$ cat src/cfru_pkg.sv
package cfru_pkg;

  // Frame delimiters
  localparam logic [7:0] HDR1_BYTE = 8'hAA;
  localparam logic [7:0] HDR2_BYTE = 8'h55;
  localparam logic [7:0] TRL1_BYTE = 8'hA0;
  localparam logic [7:0] TRL2_BYTE = 8'h5F;

  // Largest payload in units of eight bytes, and the payload bytes the result carries
  localparam int unsigned MAX_UNITS_DEF = 2;
  localparam int unsigned PLD_BYTES     = 16;

  // Packed widths of the result stream
  localparam int unsigned RES_DATA_W = 168;
  localparam int unsigned RES_USER_W = 2;

  typedef enum logic [1:0] {
    STATUS_OK       = 2'd0,
    STATUS_CHECKSUM = 2'd1,
    STATUS_ADDRESS  = 2'd2,
    STATUS_FRAMING  = 2'd3
  } cfru_status_e;

  typedef struct packed {
    cfru_status_e frame_status;
    logic [1:0]   length_units;
    logic [7:0]   command_code;
    logic [7:0]   dest_address;
    logic [7:0]   port_config;
    logic [7:0]   command_data;
    logic [63:0]  payload_low;
    logic [63:0]  payload_high;
  } cfru_result_t;

endpackage

$ cat src/cfru_in_stage.sv
module cfru_in_stage (
  input  logic       clk_i,
  input  logic       rst_ni,
  input  logic       s_axis_tvalid,
  output logic       s_axis_tready,
  input  logic [7:0] s_axis_tdata,
  input  logic       advance_i,
  output logic       valid_o,
  output logic [7:0] byte_o
);

  logic       valid_q, valid_d;
  logic [7:0] byte_q;
  logic       load;

  // Take a new byte when the register is empty or drains this cycle
  assign s_axis_tready = !valid_q || advance_i;
  assign load          = s_axis_tvalid && s_axis_tready;

  always_comb begin
    valid_d = valid_q;
    if (load) begin
      valid_d = 1'b1;
    end else if (advance_i) begin
      valid_d = 1'b0;
    end
  end

  always_ff @(posedge clk_i or negedge rst_ni) begin
    if (!rst_ni) begin
      valid_q <= 1'b0;
    end else begin
      valid_q <= valid_d;
    end
  end

  always_ff @(posedge clk_i) begin
    if (load) begin
      byte_q <= s_axis_tdata;
    end
  end

  assign valid_o = valid_q;
  assign byte_o  = byte_q;

endmodule

$ cat src/cfru_parser.sv
module cfru_parser #(
  parameter int unsigned MaxUnits = cfru_pkg::MAX_UNITS_DEF
) (
  input  logic                  clk_i,
  input  logic                  rst_ni,
  input  logic                  step_i,
  input  logic [7:0]            byte_i,
  input  logic [7:0]            local_addr_i,
  output logic                  res_valid_o,
  output cfru_pkg::cfru_result_t res_o
);

  import cfru_pkg::*;

  localparam int unsigned PldDepth = 8 * MaxUnits;
  localparam int unsigned IdxW     = $clog2(PldDepth);
  localparam int unsigned CntW     = $clog2(PldDepth + 1);

  typedef enum logic [3:0] {
    ST_HDR1    = 4'd0,
    ST_HDR2    = 4'd1,
    ST_LEN     = 4'd2,
    ST_CMD     = 4'd3,
    ST_DEST    = 4'd4,
    ST_PORT    = 4'd5,
    ST_CDATA   = 4'd6,
    ST_CSUM    = 4'd7,
    ST_PAYLOAD = 4'd8,
    ST_TRL1    = 4'd9,
    ST_TRL2    = 4'd10
  } state_e;

  state_e          state_q, state_d;
  logic [7:0]      sum_q, sum_d;
  logic [CntW-1:0] cnt_q, cnt_d;

  logic [7:0] len_q, cmd_q, dest_q, port_q, cdata_q, csum_q;
  logic [7:0] pld_q [PldDepth];
  logic [7:0] pld_full [PLD_BYTES];

  logic [4:0] unit_bytes;
  logic [4:0] cnt_inc;
  logic [7:0] sum_add;
  logic       framing;
  logic       frame_done;
  logic [63:0] pld_low, pld_high;

  assign unit_bytes = {len_q[1:0], 3'b000};
  assign cnt_inc    = 5'(cnt_q) + 5'd1;
  assign sum_add    = sum_q + byte_i;

  always_comb begin
    state_d    = state_q;
    sum_d      = sum_q;
    cnt_d      = cnt_q;
    framing    = 1'b0;
    frame_done = 1'b0;
    unique case (state_q)
      ST_HDR1: begin
        if (byte_i != HDR1_BYTE) begin
          framing = 1'b1;
        end else begin
          state_d = ST_HDR2;
          sum_d   = '0;
          cnt_d   = '0;
        end
      end
      ST_HDR2: begin
        if (byte_i != HDR2_BYTE) begin
          framing = 1'b1;
          state_d = ST_HDR1;
        end else begin
          state_d = ST_LEN;
        end
      end
      ST_LEN: begin
        sum_d   = sum_add;
        state_d = ST_CMD;
      end
      ST_CMD: begin
        sum_d   = sum_add;
        state_d = ST_DEST;
      end
      ST_DEST: begin
        sum_d   = sum_add;
        state_d = ST_PORT;
      end
      ST_PORT: begin
        sum_d   = sum_add;
        state_d = ST_CDATA;
      end
      ST_CDATA: begin
        sum_d   = sum_add;
        state_d = ST_CSUM;
      end
      ST_CSUM: begin
        cnt_d = '0;
        if (len_q > 8'(MaxUnits)) begin
          framing = 1'b1;
          state_d = ST_HDR1;
        end else if (len_q == 8'd0) begin
          state_d = ST_TRL1;
        end else begin
          state_d = ST_PAYLOAD;
        end
      end
      ST_PAYLOAD: begin
        sum_d = sum_add;
        cnt_d = CntW'(cnt_inc);
        if (cnt_inc >= unit_bytes) begin
          state_d = ST_TRL1;
        end
      end
      ST_TRL1: begin
        if (byte_i != TRL1_BYTE) begin
          framing = 1'b1;
          state_d = ST_HDR1;
        end else begin
          state_d = ST_TRL2;
        end
      end
      ST_TRL2: begin
        state_d = ST_HDR1;
        if (byte_i != TRL2_BYTE) begin
          framing = 1'b1;
        end else begin
          frame_done = 1'b1;
        end
      end
      default: begin
        state_d = ST_HDR1;
      end
    endcase
  end

  always_ff @(posedge clk_i or negedge rst_ni) begin
    if (!rst_ni) begin
      state_q <= ST_HDR1;
      sum_q   <= '0;
      cnt_q   <= '0;
    end else if (step_i) begin
      state_q <= state_d;
      sum_q   <= sum_d;
      cnt_q   <= cnt_d;
    end
  end

  // Header, checksum and payload bytes
  always_ff @(posedge clk_i) begin
    if (step_i) begin
      case (state_q)
        ST_LEN:     len_q   <= byte_i;
        ST_CMD:     cmd_q   <= byte_i;
        ST_DEST:    dest_q  <= byte_i;
        ST_PORT:    port_q  <= byte_i;
        ST_CDATA:   cdata_q <= byte_i;
        ST_CSUM:    csum_q  <= byte_i;
        ST_PAYLOAD: pld_q[cnt_q[IdxW-1:0]] <= byte_i;
        default: ;
      endcase
    end
  end

  for (genvar g = 0; g < PLD_BYTES; g++) begin : g_pld
    if (g < PldDepth) begin : g_store
      assign pld_full[g] = (5'(g) < unit_bytes) ? pld_q[g] : 8'h00;
    end else begin : g_none
      assign pld_full[g] = 8'h00;
    end
  end

  // First payload byte lands in the most significant position
  always_comb begin
    for (int i = 0; i < 8; i++) begin
      pld_low[63 - 8*i -: 8]  = pld_full[i];
      pld_high[63 - 8*i -: 8] = pld_full[i + 8];
    end
  end

  always_comb begin
    res_o = '0;
    if (framing) begin
      res_o.frame_status = STATUS_FRAMING;
    end else begin
      if (sum_q != csum_q) begin
        res_o.frame_status = STATUS_CHECKSUM;
      end else if (dest_q != local_addr_i) begin
        res_o.frame_status = STATUS_ADDRESS;
      end else begin
        res_o.frame_status = STATUS_OK;
      end
      res_o.length_units = len_q[1:0];
      res_o.command_code = cmd_q;
      res_o.dest_address = dest_q;
      res_o.port_config  = port_q;
      res_o.command_data = cdata_q;
      res_o.payload_low  = pld_low;
      res_o.payload_high = pld_high;
    end
  end

  assign res_valid_o = step_i && (framing || frame_done);

endmodule

$ cat src/cfru_out_stage.sv
module cfru_out_stage (
  input  logic                  clk_i,
  input  logic                  rst_ni,
  input  logic                  load_i,
  input  cfru_pkg::cfru_result_t res_i,
  output logic                  free_o,
  output logic                  m_axis_tvalid,
  input  logic                  m_axis_tready,
  output cfru_pkg::cfru_result_t res_o
);

  import cfru_pkg::*;

  logic         valid_q, valid_d;
  cfru_result_t res_q;

  // Room for a new result when empty or when the held one leaves now
  assign free_o = !valid_q || m_axis_tready;

  always_comb begin
    valid_d = valid_q;
    if (load_i) begin
      valid_d = 1'b1;
    end else if (m_axis_tready) begin
      valid_d = 1'b0;
    end
  end

  always_ff @(posedge clk_i or negedge rst_ni) begin
    if (!rst_ni) begin
      valid_q <= 1'b0;
    end else begin
      valid_q <= valid_d;
    end
  end

  always_ff @(posedge clk_i) begin
    if (load_i) begin
      res_q <= res_i;
    end
  end

  assign m_axis_tvalid = valid_q;
  assign res_o         = res_q;

endmodule

$ cat src/command_frame_receiver_unit.sv
// Command frame receiver.
// The slave stream carries one received serial byte per transfer. The block parses
// frames of header AA 55, length, command, destination, port config, command data,
// checksum, 8 * length payload bytes and trailer A0 5F, keeping an 8-bit sum of the
// length to command data and payload bytes. One result transfer leaves on the master
// stream for each completed frame (ok, checksum mismatch or address mismatch, with the
// header fields and the raw payload) and for each byte that breaks the framing
// (framing error, all other fields zero). Other bytes produce no result.
// A byte is registered on acceptance and parsed once the output register has room.
// Throughput: one byte per cycle while the output register can take a result; the parse
// step is one state update and one 8-bit add.
// A result waiting in the output register does not block input while that register
// is being drained; only when it is held by a low m_axis_tready and the input register
// is also full does s_axis_tready drop.
// The user must write the local address through local_addr_we_i / local_addr_wdata_i
// only while the block is idle; the block does not enforce this. Reset clears the
// parser to wait for the first header byte, empties both registers and sets the local
// address to zero; no clearing pass is needed.
module command_frame_receiver_unit #(
  parameter int unsigned MaxUnits = cfru_pkg::MAX_UNITS_DEF
) (
  input  logic                                clk_i,
  input  logic                                rst_ni,
  // Input stream
  input  logic                                s_axis_tvalid,
  output logic                                s_axis_tready,
  input  logic [7:0]                          s_axis_tdata,   // [7:0] rx_byte
  // Result stream
  output logic                                m_axis_tvalid,
  input  logic                                m_axis_tready,
  // [1:0] length_units, [9:2] command_code, [17:10] dest_address,
  // [25:18] port_config, [33:26] command_data, [97:34] payload_low,
  // [161:98] payload_high, [167:162] zero
  output logic [cfru_pkg::RES_DATA_W-1:0]     m_axis_tdata,
  output logic [cfru_pkg::RES_USER_W-1:0]     m_axis_tuser,   // [1:0] frame_status
  // Local address register
  input  logic                                local_addr_we_i,
  input  logic [7:0]                          local_addr_wdata_i
);

  import cfru_pkg::*;

  logic         in_valid;
  logic [7:0]   in_byte;
  logic         out_free;
  logic         advance;
  logic         res_valid;
  cfru_result_t res;
  cfru_result_t out_res;
  logic [7:0]   local_addr_q;

  // Configuration register
  always_ff @(posedge clk_i or negedge rst_ni) begin
    if (!rst_ni) begin
      local_addr_q <= '0;
    end else if (local_addr_we_i) begin
      local_addr_q <= local_addr_wdata_i;
    end
  end

  // Parse the held byte whenever the output register can take a result
  assign advance = in_valid && out_free;

  cfru_in_stage u_in_stage (
    .clk_i         (clk_i),
    .rst_ni        (rst_ni),
    .s_axis_tvalid (s_axis_tvalid),
    .s_axis_tready (s_axis_tready),
    .s_axis_tdata  (s_axis_tdata),
    .advance_i     (advance),
    .valid_o       (in_valid),
    .byte_o        (in_byte)
  );

  cfru_parser #(
    .MaxUnits (MaxUnits)
  ) u_parser (
    .clk_i        (clk_i),
    .rst_ni       (rst_ni),
    .step_i       (advance),
    .byte_i       (in_byte),
    .local_addr_i (local_addr_q),
    .res_valid_o  (res_valid),
    .res_o        (res)
  );

  cfru_out_stage u_out_stage (
    .clk_i         (clk_i),
    .rst_ni        (rst_ni),
    .load_i        (res_valid),
    .res_i         (res),
    .free_o        (out_free),
    .m_axis_tvalid (m_axis_tvalid),
    .m_axis_tready (m_axis_tready),
    .res_o         (out_res)
  );

  // Pack the result, first field in the lowest bits
  assign m_axis_tdata = {6'b000000,
                         out_res.payload_high,
                         out_res.payload_low,
                         out_res.command_data,
                         out_res.port_config,
                         out_res.dest_address,
                         out_res.command_code,
                         out_res.length_units};
  assign m_axis_tuser = out_res.frame_status;

endmodule

$ cat config.mk
export PLATFORM = sky130hd
export DESIGN_NAME = command_frame_receiver_unit
export DESIGN_NICKNAME = d
export VERILOG_FILES = /design/src/cfru_pkg.sv /design/src/cfru_in_stage.sv /design/src/cfru_parser.sv /design/src/cfru_out_stage.sv /design/src/command_frame_receiver_unit.sv
export SDC_FILE = /design/constraint.sdc
export NUM_CORES = 1
export LEC_CHECK = 0
export BUFFER_PORTS_ARGS = -buffer_cell sky130_fd_sc_hd__buf_2
export CAP_MARGIN = 25
export CORE_MARGIN = 2
export CORE_UTILIZATION = 45
export CTS_CLUSTER_SIZE = 40
export DETAILED_ROUTE_END_ITERATION = 8
export PLACE_DENSITY = 0.63
export SLEW_MARGIN = 25
export SYNTH_ARGS = -nofsm -noshare
export SYNTH_HDL_FRONTEND = slang
export SYNTH_HIERARCHICAL = 1
export SYNTH_SLANG_ARGS = --single-unit
$ cat constraint.sdc
create_clock -name clk_i -period 23.3 [get_ports clk_i]
set_input_delay 4.66 -clock clk_i [delete_from_list [all_inputs] [get_ports clk_i]]
set_output_delay 4.66 -clock clk_i [all_outputs]
set_load 0.02 [all_outputs]
==> results of run 1 <==
## worst paths after layout
path	to	slack [ns]	from	cells past startpoint
min in group asynchronous	local_addr_q[5]	4.22	rst_ni	1
hold reg to reg	u_out_stage/res_o[138]	0.50	u_parser/port_q[2]	1
setup reg to reg	u_out_stage/res_o[109]	19.50	u_in_stage/byte_o[0]	7
hold / removal	u_out_stage/res_o[138]	0.50	u_parser/port_q[2]	1
max in group asynchronous	u_parser/state_q[0]	18.60	rst_ni	1
setup / recovery	s_axis_tready	13.19	m_axis_tready	5
## layout make-up
class / count / area, um2 / area share (%)
multi-input cells: 363 / 2490 / 15.2
inverters: 10 / 37.5 / 0.229
clock inverters: 18 / 82.6 / 0.505
clock buffers: 51 / 1060 / 6.50
flip-flops and latches: 375 / 11100 / 68.0
repair buffers: 201 / 1060 / 6.49
well taps: 396 / 495 / 3.03
## routing by layer
layer	global-route usage, %	routed length [um]
met1	22.8	11800
met2	26.9	12800
met3	2.88	1470
met4	5.07	460
met5	0	0
## kinds of logic (layout without fill, tap and decap cells)
family	Yosys count	in the layout	synth area share [%]
fa+ha+maj	15	15	1.41
xor+xnor	23	23	1.46
simple gates	261	261	11.2
compound gates	46	46	2.40
other cells	1	6	0.0272
flops	375	375	80.6
buf+inv	47	280	1.73
mux	12	12	1.20
## where the power goes
group / switching [mW] / internal [mW]
Sequential: 0.0506 / 0.890
Combinational: 0.286 / 0.145
Clock: 0.234 / 0.320
## through the flow
| step | utilization [%] | instances | area [um2] | power (mW) |
|---|---|---|---|---|
| global placement | 49.8 | 1343 | 15200 | 1.38 |
| floorplan | - | 785 | 13800 | 1.27 |
| CTS | 53.7 | 1414 | 16300 | 1.95 |
| finish | 53.8 | 1414 | 16400 | 1.93 |
| global route | 53.8 | 1414 | 16400 | 2.02 |
| detailed placement | 50.0 | 1345 | 15200 | 1.39 |
## placed cells by master, fill, tap and decap left out, types with 3 or more instances in the layout
| master | instances |
|---|---|
| edfxtp_1 | 348 |
| buf_2 | 187 |
| and2_1 | 99 |
| and3_1 | 67 |
| clkbuf_16 | 41 |
| nor2_1 | 30 |
| dfrtp_1 | 27 |
| xnor2_1 | 20 |
| nand2_1 | 17 |
| ha_1 | 14 |
| buf_4 | 13 |
| clkinv_1 | 11 |
| clkbuf_1 | 10 |
| inv_1 | 10 |
| a22o_1 | 10 |
| nand2b_1 | 9 |
| mux2_4 | 8 |
| o21ai_0 | 8 |
| a21oi_1 | 8 |
| nor3_1 | 7 |
| conb_1 | 6 |
| clkinv_2 | 5 |
| nand4_1 | 5 |
| mux2_2 | 4 |
| xor2_1 | 3 |
| or3_1 | 3 |
| nand3b_1 | 3 |
| o31ai_1 | 3 |
## state kept, by name, summed over array words and instances, names as in the netlist
name,flops
u_parser/pld_q,128
u_parser/sum_q,8
u_out_stage/m_axis_tvalid,1
u_parser/dest_q,8
local_addr_q,8
u_parser/cnt_q,5
u_parser/cmd_q,8
u_parser/csum_q,8
u_out_stage/res_o,164
u_parser/port_q,8
u_parser/cdata_q,8
u_parser/state_q,4
u_in_stage/valid_o,1
u_in_stage/byte_o,8
u_parser/len_q,8
==> reports/results.env, run 1 <==
OUTCOME='complete, no violations'
VIASPERCELL=5.00
YS_DOMINANT_REG_CELL='edfxtp_1'
POST_LAYOUT_NETS=1026
FLOORPLAN.DIE.HEIGHT_UM=179
TOTAL_LEAKAGE_POWER_nW=6.09
DRIVE_ABOVE_1_SHARE_PCT=26.9
START_UTIL_PCT=45.4
REPORT.FINAL.HOLD_VIOL_COUNT=0
PATH_CLK_SLEW_NS=0.06
POSTCTSSETUPREPAIRBUFS=0
GRTUSAGETOTAL_PCT=16.5
SYN-CELL-AREA_UM2=13800
POST_CTS_RESIZE_COUNT=0
ROUTE.VIAS.TOTAL=7073
SYNTH.AREA.TOP_CELLS='edfxtp_1 (76%), dfrtp_1 (4.9%), and2_1 (4.5%)'
MAX_SLEW_MARGIN_PCT=33.6
GRT_PASS1_WL_UM=39400
SYNTH.YOSYS.SEQ_AREA_SHARE_PCT=80.6
YS_ASYNC_SR_FRACTION_PCT=7.20
CRITPATHTOPFAMILY='simple AND/OR/NAND/NOR gates'
YOSYS.AREA.TOP_TYPE_SHARE_PCT=75.7
DP_SLACK_NS=13.20
YS_TYPES=52
DR.FIRST_ITER.DRC_COUNT=511
FIN_WORST_SKEW_NS=0.0265
GRT_PASS1_VIAS=6787
PERIOD_MINUS_SLACK_NS=10.11
SYNTHMOSTINSTANTIATEDCELL='edfxtp_1'
GLOBAL_ROUTE_TOTAL_OVERFLOW=0
POST_DRT_WL_PER_CELL_UM=18.8
WORST_SKEW_PAIR_LATER_PIN_LATENCY_NS=0.52
CTS_BUFFER_DEPTH=3
CTS_HOLD_BUFFERS=0
WORST-ENDPOINT-ARRIVAL_NS=5.45
GRT_START_MAX_NET_PINS=81
POST_SYNTH.CELL_AREA_AVG_UM2=17.7
WORST-PATH-MAX-FANOUT=5
CLOCK-SINKS=375
DRT_WL_TOTAL_UM=26500
DIE_AREA_UM2=32100
POST-SYNTH-TOP-AREA-CELL='edfxtp_1'
POST-ROUTE-DRC-COUNT=0
PLACE_CONGESTION=0.829
CRITPATHREQUIREDTIME_NS=18.64
DESIGN.PORTCOUNT=193
SYNTHCELLS=780
CRIT_PATH_START_KIND='input pin'
SETUP_VIOL_COUNT_FINAL=0
ROOT_BUFFER='clkbuf_16'
FIN_WS_NS=13.19
REPORT.FINAL.SLEW_VIOL_COUNT=0
WHS_NS=0.502
PLACE.DETAILED.HPWL_UM=15900
MIN_PATH_TYPE='flop to flop'
TIMING.CRITICAL_PATH.SLOWEST_STAGE_CELL='and2_1'
YS.WARNINGS.COUNT=6
CRIT_CHAIN='buf_2, nand2b_4, and2_1, nand2b_4, buf_2'
FILLER_CELL_COUNT=2479
PLACEMENT_ROWS=64
PLACEABLECOREAREA_UM2=30400
ANTENNA-DIODE-COUNT=0
SYNTH_ENABLE_FLOP_CELLS=348
SYNTH.TOP_CELLS.BY_COUNT='edfxtp_1 (348), and2_1 (99), and3_1 (67)'
ANTENNA_VIOLATING_NETS_POST_ROUTE=0
PATH_CLASS='input pin to primary output'
FP.DIEW_UM=179
DETAILEDROUTE.FIRSTPASSITERATIONCOUNT=5
YS_FF_LATCH=375
TIMING.MAX_CAP.VIOLATIONS=0
CRIT_PATH_END_KIND='primary output'
WORST_SLEW_PIN_SLEW_NS=0.988
CTS_INSERTED_BUFFERS=39
AREA_GROWTH_SYN_TO_LAYOUT_PCT=18.5
VDD.IR_DROP.WORST_uV=81.7
CTS_TREE='yes'
CRITICAL_PATH_BUF_INV_COUNT=2
SETUP-TNS-FINAL_NS=0
PORT_BUFFER_COUNT=186
FMAX_GHz=0.0990
PWR_DENSITY_CELL_nW_PER_UM2=118
FIN_CRIT_SH_PCT=43.4
RSZ_0062_RAISED_AFTER_GLOBAL_ROUTING='no'
TIMING.CRITICAL_PATH.SLOWEST_CELL_DELAY_NS=0.26
HTREE_LEVELS=2
GRT_ANTENNA_BEFORE_REPAIR=0
No activity file was read; power rests on OpenSTA's default activity.
==> run 2, diff against run 1 <==
--- a/config.mk
+++ b/config.mk
@@ -5,13 +5,14 @@
 export SDC_FILE = /design/constraint.sdc
 export NUM_CORES = 1
 export LEC_CHECK = 0
+export ABC_AREA = 1
 export BUFFER_PORTS_ARGS = -buffer_cell sky130_fd_sc_hd__buf_2
 export CAP_MARGIN = 25
 export CORE_MARGIN = 2
 export CORE_UTILIZATION = 45
 export CTS_CLUSTER_SIZE = 40
 export DETAILED_ROUTE_END_ITERATION = 8
-export PLACE_DENSITY = 0.63
+export PLACE_DENSITY = 0.62
 export SLEW_MARGIN = 25
 export SYNTH_ARGS = -nofsm -noshare
 export SYNTH_HDL_FRONTEND = slang
==> constraint.sdc (replaced) <==
create_clock -name clk_i -period 9.8 [get_ports clk_i]
set_input_delay 1.96 -clock clk_i [delete_from_list [all_inputs] [get_ports clk_i]]
set_output_delay 1.96 -clock clk_i [all_outputs]
set_load 0.02 [all_outputs]
==> run 2 against run 1 <==
  * Sequential share of layout area down 6.1 points
  * Clock power rose to 2.6 times the previous value
  * Largest cell class unchanged
  * Power rose to 2.8 times the previous value
  * Synthesized cell count up 40%
  * Combinational power rose to 3.6 times the previous value
  * Clock skew down 0.0097 ns
==> reports/results.env, run 2 <==
YS_ASYNC_SR_FRACTION_PCT=7.20  # unchanged
PATH_CLK_SLEW_NS=0.06  # about the same
DRT_WL_TOTAL_UM=30200  # was 26500 um
GRT_PASS1_WL_UM=46400  # was 39400 um
GRT_ANTENNA_BEFORE_REPAIR=0  # unchanged
CRIT_PATH_END_KIND='primary output'  # unchanged
REPORT.FINAL.SLEW_VIOL_COUNT=0  # unchanged
CTS_INSERTED_BUFFERS=40  # was 39
SYN-CELL-AREA_UM2=15400  # was 13800 um2
VIASPERCELL=4.84  # was 5.00
PATH_CLASS='input pin to primary output'  # unchanged
POST_LAYOUT_NETS=1328  # was 1026
RSZ_0062_RAISED_AFTER_GLOBAL_ROUTING='no'  # unchanged
PLACE.DETAILED.HPWL_UM=18600  # was 15900 um
FP.DIEW_UM=189  # was 179 um
DIE_AREA_UM2=35800  # was 32100 um2
SETUP-TNS-FINAL_NS=0  # unchanged
DRIVE_ABOVE_1_SHARE_PCT=33.9  # was 26.9%
TIMING.MAX_CAP.VIOLATIONS=0  # unchanged
FLOORPLAN.DIE.HEIGHT_UM=189  # was 179 um
CTS_TREE='yes'  # unchanged
FIN_CRIT_SH_PCT=47.4
CLOCK-SINKS=375  # unchanged
GRT_PASS1_VIAS=8373  # was 6787
MAX_FFS_PER_REGISTER=164  # unchanged
SYNTH.AREA.TOP_CELLS='edfxtp_1 (68%), nor3_2 (10%), nand2_1 (6.4%)'  # was edfxtp_1 (76%), dfrtp_1 (4.9%), and2_1 (4.5%)
SETUP_VIOL_COUNT_FINAL=0  # unchanged
PLACEMENT_ROWS=67  # was 64
PLACE_CONGESTION=0.826  # was 0.829
YS_FF_LATCH=375  # unchanged
GLOBAL_ROUTE_TOTAL_OVERFLOW=0  # unchanged
CRITPATHREQUIREDTIME_NS=7.84  # was 18.64 ns
LAYOUT_COMMONEST_CELL='edfxtp_1'  # unchanged
DETAILED_PLACE.AREA_UM2=16600  # was 15200 um2
AREA_GROWTH_SYN_TO_LAYOUT_PCT=16.4  # was 18.5%
SYNTH.YOSYS.SEQ_AREA_SHARE_PCT=72.0  # was 80.6%
CTS_HOLD_BUFFERS=0  # unchanged
GRT_START_MAX_NET_PINS=119  # was 81
START_UTIL_PCT=45.8  # was 45.4%
ROUTE.VIAS.TOTAL=8564  # was 7073
PORT_BUFFER_COUNT=186  # unchanged
CRIT_PATH_START_KIND='input pin'  # unchanged
WORST_SKEW_PAIR_LATER_PIN_LATENCY_NS=0.53  # was 0.52 ns
DR.FIRST_ITER.DRC_COUNT=484  # was 511
YOSYS.AREA.TOP_TYPE_SHARE_PCT=67.7  # was 75.7%
FINAL_CELL_MIX='edfxtp_1 (348), nand2_1 (265), buf_2 (187)'  # was edfxtp_1 (348), buf_2 (187), and2_1 (99)
PERIOD_MINUS_SLACK_NS=4.64
FIN_WORST_SKEW_NS=0.0168  # was 0.0265 ns
ANTENNA_VIOLATING_NETS_POST_ROUTE=0  # unchanged
PWR_DENSITY_CELL_nW_PER_UM2=298  # was 118 nW/um2
POST_SYNTH.CELL_AREA_AVG_UM2=14.1  # was 17.7 um2
TOTAL_LEAKAGE_POWER_nW=7.04  # was 6.09 nW
OUTCOME='complete, no violations'  # unchanged
VDD.IR_DROP.WORST_uV=162  # was 81.7 uV
YS_DOMINANT_REG_CELL='edfxtp_1'  # unchanged
POSTCTSSETUPREPAIRBUFS=0  # unchanged
PLACEABLECOREAREA_UM2=33700  # was 30400 um2
HTREE_LEVELS=2  # unchanged
GRTUSAGETOTAL_PCT=16.7  # was 16.5%
SYNTH.TOP_CELLS.BY_COUNT='edfxtp_1 (348), nand2_1 (265), nor3_2 (160)'  # was edfxtp_1 (348), and2_1 (99), and3_1 (67)
DESIGN.PORTCOUNT=193  # unchanged
ANTENNA-DIODE-COUNT=0  # unchanged
FMAX_GHz=0.215
POST_DRT_WL_PER_CELL_UM=17.1  # was 18.8 um
POST-SYNTH-TOP-AREA-CELL='edfxtp_1'  # unchanged
MAX_SLEW_MARGIN_PCT=28.1  # was 33.6%
SYNTHCELLS=1095  # was 780
AREA_OF_ALL_PLACED_CELLS_WITHOUT_FILLERS_UM2=18000  # was 16400 um2
SYNTHMOSTINSTANTIATEDCELL='edfxtp_1'  # unchanged
WORST-PATH-MAX-FANOUT=7  # was 5
REPORT.FINAL.HOLD_VIOL_COUNT=0  # unchanged
MIN_PATH_TYPE='flop to flop'  # unchanged
WORST_SLEW_PIN_SLEW_NS=1.08  # was 0.988 ns
DETAILEDROUTE.FIRSTPASSITERATIONCOUNT=5  # unchanged
YS.WARNINGS.COUNT=6  # unchanged
CTS_BUFFER_DEPTH=3  # unchanged
YS_TYPES=29  # was 52
ROOT_BUFFER='clkbuf_16'  # unchanged
POST_CTS_RESIZE_COUNT=0  # unchanged
SYNTH_ENABLE_FLOP_CELLS=348  # unchanged
WORST-ENDPOINT-ARRIVAL_NS=2.68  # was 5.45 ns
POST-ROUTE-DRC-COUNT=0  # unchanged
R2R_SETUP_SLACK_NS=6.13  # was 19.50 ns
run 2: cell count changes in the layout (fill, tap and decap cells not counted), moves of 6 or more:
| cell | before | now |
|---|---|---|
| nand2_1 | 17 | 265 |
| mux2_4 | 8 | 0 |
| nor2_1 | 30 | 51 |
| clkinv_1 | 11 | 4 |
| and2_1 | 99 | 0 |
| inv_1 | 10 | 81 |
| nand2_2 | 0 | 6 |
| nand2b_1 | 9 | 0 |
| nor3_2 | 2 | 165 |
| a22o_1 | 10 | 0 |
| nand3_1 | 2 | 20 |
| and3_1 | 67 | 0 |
run 2: cell families after synthesis:
kind of cell / synth area share [%]
buffers and inverters: 4.99
and+or+nand+nor: 20.0
xor gates and xnor gates: 1.25
other: 0.0243
DFF: 72.0
adders and majority gates: 1.26
AOI/OAI and AO/OA: 0.413
run 2: layout make-up:
| class | count | area (um2) |
|---|---|---|
| Fill cell | 2888 | 15700 |
| Sequential cell | 375 | 11100 |
| Multi-Input combinational cell | 583 | 3610 |
| Timing Repair Buffer | 205 | 1120 |
| Clock buffer | 53 | 1080 |
| Tap cell | 448 | 561 |
| Inverter | 87 | 327 |
| Clock inverter | 19 | 158 |
run 2: stage by stage:
step                      worst slack (ns)  instances  util [%]  total power, mW  hold WS (ns)
after floorplan                       2.52       1100         -             3.58         0.461
after global placement                4.83       1694      49.4             3.96         0.479
after detailed placement              4.78       1695      49.4             3.98         0.482
after CTS                             5.16       1767      53.1             5.41         0.497
after global routing                  5.08       1770      53.4             5.61         0.511
final                                 5.16       1770      53.4             5.35         0.490
run 2: worst max-delay path, cell delays in order:
cell and delay, ns:
buf_2 0.07, inv_1 0.04, nand2_2 0.06, nand2_1 0.05, inv_1 0.18, inv_1 0.08
nand2_1 0.08, buf_2 0.16
run 2: metal layers:
metal  track usage, %  vias to the layer above  routed length [um]
met5                0                        -                   0
met4             4.65                        0                 693
met3             2.97                       61                1430
met2             27.1                      213               14400
met1             23.2                     4116               13700
li1                 -                     4174                   -
run 2: power breakdown:
part	total [mW]	internal, mW	leakage [nW]	switching (mW)
Combinational	1.54	0.397	2.80	1.14
Clock	1.43	0.832	0.607	0.594
Sequential	2.39	2.27	3.64	0.120
run 2: worst paths after layout:
check	startpoint	endpoint	cells past startpoint
worst min-delay path	local_addr_q[3]	local_addr_q[3]	2
worst min register to register	local_addr_q[3]	local_addr_q[3]	2
worst max-delay path	m_axis_tready	s_axis_tready	8
min in group asynchronous	rst_ni	local_addr_q[5]	1
max in group asynchronous	rst_ni	u_parser/sum_q[6]	1
worst max register to register	u_in_stage/byte_o[0]	u_out_stage/res_o[35]	11
